--- src/rtl/crc16_packet_deframer_macros.svh ---
// Assertion macros shared by the packet deframer RTL.
// Users must provide clk and rst (synchronous, active high) in scope.
`ifndef CRC16_PACKET_DEFRAMER_MACROS_SVH
`define CRC16_PACKET_DEFRAMER_MACROS_SVH

// Same-cycle implication, checked at every rising edge outside reset.
`define CRCPD_ASSERT(lbl, ante, cons, msg) \
  lbl: assert property (@(posedge clk) disable iff (rst) (ante) |-> (cons)) else $error(msg);

// Next-cycle implication, checked at every rising edge outside reset.
`define CRCPD_ASSERT_NEXT(lbl, ante, cons, msg) \
  lbl: assert property (@(posedge clk) disable iff (rst) (ante) |=> (cons)) else $error(msg);

`endif

--- src/rtl/crcpd_pkg.sv ---
// Shared types, constants and the CRC-16 byte update for the packet deframer.
// No dependencies; used by crcpd_core and crc16_packet_deframer.
package crcpd_pkg;

  // Frame layout and limits.
  localparam int unsigned MAX_PAYLOAD    = 1024;
  localparam int unsigned HEADER_LEN     = 8;
  localparam int unsigned FRAME_OVERHEAD = 10;
  localparam logic [10:0] POS_LIMIT      = 11'd2047;

  // CRC-16, reflected polynomial.
  localparam logic [15:0] CRC_INIT = 16'hFFFF;
  localparam logic [15:0] CRC_POLY = 16'hA001;

  // Configuration register indexes.
  localparam logic [1:0] CFG_MAGIC_FIRST  = 2'd0;
  localparam logic [1:0] CFG_MAGIC_SECOND = 2'd1;
  localparam logic [1:0] CFG_VERSION      = 2'd2;

  // Result kinds.
  localparam logic KIND_PAYLOAD = 1'b0;
  localparam logic KIND_VERDICT = 1'b1;

  typedef enum logic [2:0] {
    ST_OK           = 3'd0,
    ST_SHORT        = 3'd1,
    ST_MAGIC        = 3'd2,
    ST_VERSION      = 3'd3,
    ST_TOO_LONG     = 3'd4,
    ST_LEN_MISMATCH = 3'd5,
    ST_CRC          = 3'd6
  } status_t;

  typedef struct packed {
    logic [7:0] magic_first;
    logic [7:0] magic_second;
    logic [7:0] protocol_version;
  } cfg_t;

  typedef struct packed {
    logic        kind;
    logic [7:0]  payload_byte;
    logic        frame_ok;
    status_t     status;
    logic [7:0]  packet_type;
    logic [15:0] sequence_number;
    logic [10:0] payload_count;
  } res_t;

  // One byte of the reflected CRC-16, unrolled over eight bit steps.
  function automatic logic [15:0] crc_update(logic [15:0] crc, logic [7:0] data);
    logic [15:0] c;
    c = crc ^ {8'h00, data};
    for (int i = 0; i < 8; i++) begin
      c = c[0] ? ((c >> 1) ^ CRC_POLY) : (c >> 1);
    end
    return c;
  endfunction

endpackage

--- src/rtl/crc16_packet_deframer.sv ---
// A byte accepted from the input waits in the input register; its result, if it has
// one, goes into the output register when that byte advances. Throughput: one byte
// per cycle while the output is not held, set by the combinational CRC update. Input
// and output registers decouple the two stream sides; a held result stalls input
// only once the input register is also full. Reset (rst, synchronous, active high)
// clears both stages, the frame state and the configuration registers.
`include "crc16_packet_deframer_macros.svh"

module crc16_packet_deframer (
  input  logic        clk,
  input  logic        rst,
  // Configuration write port.
  input  logic        cfg_we,
  input  logic [1:0]  cfg_index,
  input  logic [7:0]  cfg_data,
  // Input bytes.
  input  logic        s_axis_tvalid,
  output logic        s_axis_tready,
  input  logic [7:0]  s_axis_tdata,   // [7:0] data_byte
  input  logic        s_axis_tlast,   // end_of_frame
  // Results.
  output logic        m_axis_tvalid,
  input  logic        m_axis_tready,
  // [7:0] payload_byte, [8] frame_ok, [11:9] status, [19:12] packet_type,
  // [35:20] sequence_number, [46:36] payload_count, [47] zero
  output logic [47:0] m_axis_tdata,
  output logic        m_axis_tuser    // kind
);

  crcpd_pkg::cfg_t cfg;
  crcpd_pkg::res_t core_res;
  crcpd_pkg::res_t out_res;
  logic            core_emit;
  logic            in_valid;
  logic [7:0]      in_byte;
  logic            in_last;
  logic            out_valid;
  logic            advance;

  // Configuration registers.
  always_ff @(posedge clk) begin
    if (rst) begin
      cfg <= '0;
    end else if (cfg_we) begin
      unique case (cfg_index)
        crcpd_pkg::CFG_MAGIC_FIRST:  cfg.magic_first      <= cfg_data;
        crcpd_pkg::CFG_MAGIC_SECOND: cfg.magic_second     <= cfg_data;
        crcpd_pkg::CFG_VERSION:      cfg.protocol_version <= cfg_data;
        default: ;
      endcase
    end
  end

  // Handshake between the two stages.
  assign advance       = in_valid && (!out_valid || m_axis_tready);
  assign s_axis_tready = !in_valid || advance;

  // Input register.
  always_ff @(posedge clk) begin
    if (rst) begin
      in_valid <= 1'b0;
    end else if (s_axis_tready) begin
      in_valid <= s_axis_tvalid;
    end
  end

  always_ff @(posedge clk) begin
    if (s_axis_tvalid && s_axis_tready) begin
      in_byte <= s_axis_tdata;
      in_last <= s_axis_tlast;
    end
  end

  crcpd_core u_core (
    .clk       (clk),
    .rst       (rst),
    .step      (advance),
    .data_byte (in_byte),
    .last      (in_last),
    .cfg       (cfg),
    .emit      (core_emit),
    .res       (core_res)
  );

  // Output register.
  always_ff @(posedge clk) begin
    if (rst) begin
      out_valid <= 1'b0;
    end else if (advance) begin
      out_valid <= core_emit;
    end else if (m_axis_tready) begin
      out_valid <= 1'b0;
    end
  end

  always_ff @(posedge clk) begin
    if (advance && core_emit) begin
      out_res <= core_res;
    end
  end

  assign m_axis_tvalid = out_valid;
  assign m_axis_tuser  = out_res.kind;
  assign m_axis_tdata  = {1'b0, out_res.payload_count, out_res.sequence_number,
                          out_res.packet_type, out_res.status, out_res.frame_ok,
                          out_res.payload_byte};

  // Checks on the staging and the result fields.
  `CRCPD_ASSERT(a_ok_is_verdict, out_valid && out_res.frame_ok, out_res.status == crcpd_pkg::ST_OK && out_res.kind == crcpd_pkg::KIND_VERDICT, "frame_ok on a non-ok result")
  `CRCPD_ASSERT(a_payload_clean, out_valid && out_res.kind == crcpd_pkg::KIND_PAYLOAD, !out_res.frame_ok && out_res.status == crcpd_pkg::ST_OK, "payload result carries verdict fields")
  `CRCPD_ASSERT_NEXT(a_input_held, in_valid && !advance, in_valid && in_byte == $past(in_byte) && in_last == $past(in_last), "stalled input byte lost")

endmodule

--- src/rtl/crcpd_core.sv ---
// Frame checker: position count, running CRC, header capture and verdict.
// Depends on crcpd_pkg and crc16_packet_deframer_macros.svh.
`include "crc16_packet_deframer_macros.svh"

module crcpd_core (
  input  logic               clk,
  input  logic               rst,
  input  logic               step,
  input  logic [7:0]         data_byte,
  input  logic               last,
  input  crcpd_pkg::cfg_t    cfg,
  output logic               emit,
  output crcpd_pkg::res_t    res
);

  logic [10:0] byte_position, byte_position_next;
  logic [15:0] running_crc, running_crc_next;
  logic        magic_error, magic_error_next;
  logic        version_error, version_error_next;
  logic [7:0]  held_type, held_type_next;
  logic [15:0] held_sequence, held_sequence_next;
  logic [15:0] held_length, held_length_next;
  logic [15:0] received_crc, received_crc_next;

  logic [16:0] pos_ext;
  logic [16:0] pay_end;
  logic [16:0] size_ext;
  logic        in_header;
  logic        in_payload;
  crcpd_pkg::status_t status;

  // Position decode against the payload window.
  assign pos_ext    = {6'd0, byte_position};
  assign pay_end    = 17'(crcpd_pkg::HEADER_LEN) + {1'b0, held_length};
  assign size_ext   = pos_ext + 17'd1;
  assign in_header  = pos_ext < 17'(crcpd_pkg::HEADER_LEN);
  assign in_payload = !in_header && (pos_ext < pay_end);

  // Next frame state for the byte being stepped.
  always_comb begin
    magic_error_next   = magic_error;
    version_error_next = version_error;
    held_type_next     = held_type;
    held_sequence_next = held_sequence;
    held_length_next   = held_length;
    running_crc_next   = running_crc;
    received_crc_next  = received_crc;

    unique case (byte_position)
      11'd0: if (data_byte != cfg.magic_first) magic_error_next = 1'b1;
      11'd1: if (data_byte != cfg.magic_second) magic_error_next = 1'b1;
      11'd2: if (data_byte != cfg.protocol_version) version_error_next = 1'b1;
      11'd3: held_type_next = data_byte;
      11'd4: held_sequence_next[7:0] = data_byte;
      11'd5: held_sequence_next[15:8] = data_byte;
      11'd6: held_length_next[7:0] = data_byte;
      11'd7: held_length_next[15:8] = data_byte;
      default: ;
    endcase

    if (in_header || in_payload) begin
      running_crc_next = crcpd_pkg::crc_update(running_crc, data_byte);
    end else if (pos_ext == pay_end) begin
      received_crc_next[7:0] = data_byte;
    end else if (pos_ext == pay_end + 17'd1) begin
      received_crc_next[15:8] = data_byte;
    end

    byte_position_next = (byte_position != crcpd_pkg::POS_LIMIT) ?
                         byte_position + 11'd1 : byte_position;
  end

  // Verdict: first failing check wins. The checks see the last byte's own updates,
  // so a final CRC byte is compared with everything before it.
  always_comb begin
    if (size_ext < 17'(crcpd_pkg::FRAME_OVERHEAD)) begin
      status = crcpd_pkg::ST_SHORT;
    end else if (magic_error_next) begin
      status = crcpd_pkg::ST_MAGIC;
    end else if (version_error_next) begin
      status = crcpd_pkg::ST_VERSION;
    end else if (held_length_next > 16'(crcpd_pkg::MAX_PAYLOAD)) begin
      status = crcpd_pkg::ST_TOO_LONG;
    end else if (size_ext !=
                 17'(crcpd_pkg::FRAME_OVERHEAD) + {1'b0, held_length_next}) begin
      status = crcpd_pkg::ST_LEN_MISMATCH;
    end else if (received_crc_next != running_crc_next) begin
      status = crcpd_pkg::ST_CRC;
    end else begin
      status = crcpd_pkg::ST_OK;
    end
  end

  // Result for this byte: a verdict on the last byte, a pass-through for a payload byte, else none.
  always_comb begin
    res  = '0;
    emit = 1'b0;
    if (step && last) begin
      emit       = 1'b1;
      res.kind   = crcpd_pkg::KIND_VERDICT;
      res.status = status;
      if (status == crcpd_pkg::ST_OK) begin
        res.frame_ok        = 1'b1;
        res.packet_type     = held_type;
        res.sequence_number = held_sequence;
        res.payload_count   = held_length[10:0];
      end
    end else if (step && in_payload) begin
      emit             = 1'b1;
      res.kind         = crcpd_pkg::KIND_PAYLOAD;
      res.payload_byte = data_byte;
    end
  end

  // Frame state; the last byte returns it to its reset values.
  always_ff @(posedge clk) begin
    if (rst || (step && last)) begin
      byte_position <= '0;
      running_crc   <= crcpd_pkg::CRC_INIT;
      magic_error   <= 1'b0;
      version_error <= 1'b0;
      held_type     <= '0;
      held_sequence <= '0;
      held_length   <= '0;
      received_crc  <= '0;
    end else if (step) begin
      byte_position <= byte_position_next;
      running_crc   <= running_crc_next;
      magic_error   <= magic_error_next;
      version_error <= version_error_next;
      held_type     <= held_type_next;
      held_sequence <= held_sequence_next;
      held_length   <= held_length_next;
      received_crc  <= received_crc_next;
    end
  end

  // Checks on the frame state.
  `CRCPD_ASSERT_NEXT(a_clear_after_last, step && last, byte_position == 11'd0 && running_crc == crcpd_pkg::CRC_INIT, "frame state not cleared after last byte")
  `CRCPD_ASSERT_NEXT(a_pos_count, step && !last && byte_position != crcpd_pkg::POS_LIMIT, byte_position == $past(byte_position) + 11'd1, "byte position did not advance")
  `CRCPD_ASSERT(a_emit_needs_step, !step, !emit, "result emitted without a byte")

endmodule
--- config.mk ---
export PLATFORM = sky130hd
export DESIGN_NAME = crc16_packet_deframer
export DESIGN_NICKNAME = d
export VERILOG_FILES = /design/src/rtl/crcpd_pkg.sv /design/src/rtl/crc16_packet_deframer.sv /design/src/rtl/crcpd_core.sv
export VERILOG_INCLUDE_DIRS = /design/src /design/src/rtl
export SDC_FILE = /design/constraint.sdc
export NUM_CORES = 1
export LEC_CHECK = 0
export BUFFER_PORTS_ARGS = -buffer_cell sky130_fd_sc_hd__buf_2
export CORE_ASPECT_RATIO = 0.7
export CORE_MARGIN = 5
export CORE_UTILIZATION = 50
export CTS_CLUSTER_SIZE = 25
export DETAILED_ROUTE_END_ITERATION = 7
export PLACE_DENSITY = 0.73
export SLEW_MARGIN = 10
export SYNTH_ARGS = -nofsm -noshare
export SYNTH_HDL_FRONTEND = slang
export SYNTH_SLANG_ARGS = --single-unit
--- constraint.sdc ---
create_clock -name clk -period 5.8 [get_ports clk]
set_clock_uncertainty 0.05 [all_clocks]
set_input_delay 0.58 -clock clk [delete_from_list [all_inputs] [get_ports clk]]
set_output_delay 0.58 -clock clk [all_outputs]
set_load 0.05 [all_outputs]
* Yosys cells after proc, flatten, opt, wreduce, memory -nomap -nowiden
Index checks and enable logic that the tools add are counted.
** Operators by class
- $add $sub $neg :: 5
- Magnitude comparators :: 4
- Eq/ne operators :: 17
- Multiplexer cells :: 31
- Bitwise operators :: 10
- Reductions and logical operators :: 26
** Operator list (count)
- $mux 16 :: 10
- $eq 11x3->1 const B :: 4
- $mux 8 :: 5
- $add 4x16->17 const A :: 2
- $eq 11x17->1 :: 2
- $ne 8x8->1 :: 3
- $not 2->3 :: 8
- $eq 11x2->1 const B :: 2
- $mux 3 :: 6
- $add 17x1->17 const B :: 1
- $lt 11x17->1 :: 1
- $lt 17x4->1 const B :: 1
- $ne 17x17->1 :: 1
- $gt 16x11->1 const B :: 1
- $ne 16x16->1 :: 1
- $reduce_and 2->1 :: 8
- $xor 16x8->16 :: 1
- $add 11x1->12 const B :: 1
- $add 11x1->11 const B :: 1
- $eq 11x1->1 const B :: 1
- $logic_not 11->1 :: 1
- $lt 11x4->1 const B :: 1
- $ne 11x11->1 const B :: 1
- $mux 1 :: 9
- other kinds (11) :: 21
** Word-level totals
- Register bits :: 168
- Input bits :: 24

* Longest topological paths before layout
- Depth in word-level cells :: 27
- Gate-level depth with buffers :: 20

* Modules after synthesis
Synthesis repeated with hierarchy kept, for this count alone.
** Unflattened totals
- Cell total of the unflattened synthesis :: 1125
- Area, all modules :: 10251.1 µm²
** By module, submodules not included
- crcpd_core :: instances 1, cells an instance 964, area an instance 7438.4 µm², sequential area each 1701.6 µm²
- crc16_packet_deframer :: instances 1, cells an instance 161, area an instance 2812.7 µm², sequential area each 2232.1 µm²

* Worst setup path after synthesis
OpenSTA, ideal clock, no wires.
- Kind :: flip-flop to flip-flop
- Start :: register u_core.byte_position[4]
- End :: register out_res, in the netlist m_axis_tdata[22] (data pin)
- Arrival :: 4807 ps
- Required time :: 5579 ps
- Slack :: 772 ps
- Stages on the path, launching flop included :: 20
- Period minus slack after synthesis :: 5028 ps
- Path through :: dfxtp_1 -> buf_6 -> or4_4 -> buf_6 -> or3_1 -> buf_4 -> buf_6 -> clkbuf_1 -> o21ai_0 -> ha_1 -> o21ai_0 -> mux2_2 -> nor4_1 -> o21ai_0 -> mux2i_1 -> or4_1 -> or4_1 -> buf_4 -> buf_6 -> nor4_2
** On the way
- Elaborated cells between the ends (all ways) :: 35
** RTL lines
- start, declared :: line crcpd_core.sv:16 : logic [10:0] byte_position, byte_position_next;
- start signal, assigned :: line crcpd_core.sv:127 : byte_position <= byte_position_next;
- $eq 11x3->1 (*) :: line crcpd_core.sv:49 : unique case (byte_position)
- $mux 8 (*) :: line crcpd_core.sv:49
- named net u_core.held_length_next[2] :: line crcpd_core.sv:22 : logic [15:0] held_length, held_length_next;
- $add 4x16->17 :: line crcpd_core.sv:85 : 17'(crcpd_pkg::FRAME_OVERHEAD) + {1'b0, held_length_next}) begin
- $ne 17x17->1 :: line crcpd_core.sv:84 : end else if (size_ext !=
- $mux 3 :: line crcpd_core.sv:84
- $mux 3 (*) :: line crcpd_core.sv:82 : end else if (held_length_next > 16'(crcpd_pkg::MAX_PAYLOAD)) begin
- $mux 3 (*) :: line crcpd_core.sv:80 : end else if (version_error_next) begin
- $mux 3 (*) :: line crcpd_core.sv:78 : end else if (magic_error_next) begin
- $mux 3 (*) :: line crcpd_core.sv:76 : if (size_ext < 17'(crcpd_pkg::FRAME_OVERHEAD)) begin
- $logic_not 3->1 (*) :: line crcpd_core.sv:102 : if (status == crcpd_pkg::ST_OK) begin
- $reduce_and 2->1 (no source line) (*)
- end signal, assigned :: line crc16_packet_deframer.sv:98 : out_res <= core_res;
- end, declared :: line crc16_packet_deframer.sv:32 : crcpd_pkg::res_t out_res;
Mark *: on every way through the listed nets, which the timed path passes. The rest lies on a longest branch.
A chain may end at the register's enable or synchronous reset.

* Worst setup path in the final report
- Start :: register u_core.byte_position[4]
- End :: register out_res, in the netlist m_axis_tdata[20] (data pin)
Same word-level chain as after synthesis.

==> out/qor.yml <==
pwr:
  p_int_w: 0.002003
  combPwrFrac_pct: 16.5
  power_density_nw_per_um2: 254.6
  leakagePower_nw: 4.232
  pwr-share-seq_pct: 44.5
  ir_drop_mv: 0.1602
  p_clk_share_pct: 39.0
  netSwitchingPower_w: 0.0009017
  switching_share_pct: 31.05
clock_tree:
  cts.reportedPaths.clkPinSlew_ps: 80
  cts_setup_buffers: 0
  cts.sinks: 168
  cts_resized: 0
  root_buffer: "clkbuf_16"
  clock_latency_ps: 440
  cts_buffer_depth: 2
  ctsHoldBuffers: 0
  cts_tree: "done"
  cts_inserted_buffers: 17
  htree_levels: 4
synth:
  synthArstFlopShare_pct: 0
  ys_types: 78
  ys_ff_latch: 168
  yosysMostFrequentCell: "nand2_1"
  ys_warn_count: 0
  postSynthAreaPerCell_um2: 8.865
  ys_seq_area_share_pct: 38.35
  synth_top_area_share_pct: 21.66
  synth_area_leaders: "dfxtp_1 (22%), edfxtp_1 (17%), mux2i_1 (6.1%)"
  synth_edf_count: 57
  synth_area_um2: 10260
  synthCells: 1157
  synthTopCellsByCount: "nand2_1 (128), dfxtp_1 (111), nor2_1 (95)"
  synth_top_area_cell: "dfxtp_1"
  synth_ff_type: "dfxtp_1"
  syn_nets: 1200
layout:
  drive_gt1_share_pct: 16.39
  nFillCells: 1765
  final_design_area_no_fill_um2: 11410
  post-route-util_pct: 57.00
  area_growth_pct: 11.22
  diodes: 0
  multi_input_area_um2: 5685
  regArea_um2: 3934
  num-nets-final: 1238
  instances_no_fill: 1478
global_routing:
  grt_pass1_vias: 8097
  grt_pass1_wl_um: 45030
  grt_usage_pct: 24.04
  grt_overflow: 0
  antenna_found_initial: 1
  grt_max_degree: 49
floorplan:
  start_util_pct: 51.25
  rows: 43
  ioPinCount: 75
  core_um2: 20010
  fp.dieH_um: 129.8
  die_area_um2: 23520
  dieWidth_um: 181.2
timing:
  slew_viol_final: 0
  rsz0062_at_grt: "no"
  slew_headroom_pct: 21.46
  tns_ps: 0
  fin_crit_sh_pct: 96.33
  tightest_slew_ps: 1174
  layout_min_cycle_time_ps: 5587
  fmax_ghz: 0.1790
  setup_violations: 0
  setup_slack_ps: 213.0
  hold_violations: 0
route:
  drt-vias-per-instance: 6.008
  wl_per_cell_um: 19.45
  first_pass_iters: 6
  ant_nets: 0
  drt_wl_total_um: 28750
  drc_errors: 0
  drt_iter0_markers: 1094
  vias: 8880
placement:
  placedCellCount: 1446
  gp_congestion: 1.007
  place_area_um2: 10830
  post-place-ws_ps: 373.3
  hpwl_um: 20210
  numPortBuffers: 73
worst_hold_path:
  min_path_cells: 1
  hold_path_class: "input port to register"
setup_path:
  cp-start-kind: "register"
  critical_path.slowest_cell: "or4_2"
  cpPeakStageDelay_ps: 890
  ff2ff_path_depth: 14
  cp_max_fo: 24
  critPathKind: "register to register"
  crit_chain: "or4_4 > or3_1 > mux2i_1 > inv_1 > ha_1 > o21ai_0 > mux2_2 > nor4_1 > o21ai_0 > mux2i_1 > or4_1 > or4_2 > buf_12 > nor4_1"
  worstPathArrival_ps: 5770
  cp.required_ps: 5980
  cp-end-kind: "register"
flow_run:
  max_cap_viol_count: 0
outcome:
  status: "complete, no violations"
-- logic make-up (layout without fill, tap and decap cells) --
family / after synthesis / count (layout) / share of synthesized area, %
AOI/OAI and AO/OA: 195 / 195 / 11.94
xor gates and xnor gates: 119 / 119 / 10.83
adders and majority gates: 19 / 19 / 2.318
buffers and inverters: 146 / 197 / 6.380
DFF: 168 / 168 / 38.35
muxes: 69 / 69 / 6.806
other: 1 / 1 / 0.03656
and+or+nand+nor: 440 / 440 / 23.33
-- layout make-up --
type / count / area share [%]
clock inverters: 14 / 1.338
inverters: 53 / 1.744
well taps: 270 / 2.961
multi-input cells: 843 / 49.84
flip-flops and latches: 168 / 34.48
repair buffers: 112 / 5.879
clock buffers: 18 / 3.762
-- metrics by stage --
stage / hold WS, ps / total power (W)
finish: 260.7 / 0.002904
global route: 249.9 / 0.003002
CTS: 256.4 / 0.002905
detailed placement: 394.7 / 0.001787
global placement: 388.1 / 0.001779
floorplan: 381.9 / 0.001664
-- flip-flops by register name, summed over array words and instances (netlist names) --
signal	count
u_core.held_length	16
cfg	24
u_core.held_type	8
m_axis_tuser	1
u_core.magic_error	1
m_axis_tvalid	1
u_core.held_sequence	16
in_byte	8
u_core.running_crc	16
in_valid	1
u_core.received_crc	16
u_core.byte_position	11
u_core.version_error	1
m_axis_tdata	47
in_last	1
-- routing by layer --
metal	part of all wire, %	global-route usage, %	vias up
met5	0.045	0	-
met4	1.5	6.396	2
met3	12	6.074	44
met2	41	34.34	535
met1	45	36.19	4128
li1	-	-	4171
-- critical path: cells and delay by family (launching register included) --
kind	cells	cell delay, ps
buffers and inverters	2	390
adders and majority gates	1	200
muxes	3	770
DFF	1	430
AOI/OAI and AO/OA	2	330
and+or+nand+nor	6	3190
-- final timing paths --
check / start / end / slack (ps)
worst max-delay path: u_core.byte_position[4] / m_axis_tdata[20] / 210
worst min-delay path: s_axis_tdata[5] / in_byte[5] / 260
worst max register to register: u_core.byte_position[4] / m_axis_tdata[20] / 210
worst min register to register: u_core.held_sequence[3] / u_core.held_sequence[3] / 400
-- power by group through the flow --
stage | registers (W) | logic [W] | clock network, W
after global placement | 0.00132 | 0.000462 | 0
after global routing | 0.00130 | 0.000515 | 0.00119
final | 0.00129 | 0.000479 | 0.00113
after floorplan | 0.00135 | 0.000311 | 0
after CTS | 0.00129 | 0.000472 | 0.00114
after detailed placement | 0.00132 | 0.000469 | 0
-- layout by cell type, fill, tap and decap left out, types with 40 or more instances in the layout --
master / count
mux2i_1: 63
buf_2: 73
edfxtp_1: 57
xor2_1: 47
inv_1: 53
nand2_1: 127
nor2_1: 95
a21oi_1: 74
xnor2_1: 67
dfxtp_1: 111
o21ai_0: 40
Power figures use the tool's default switching activity.
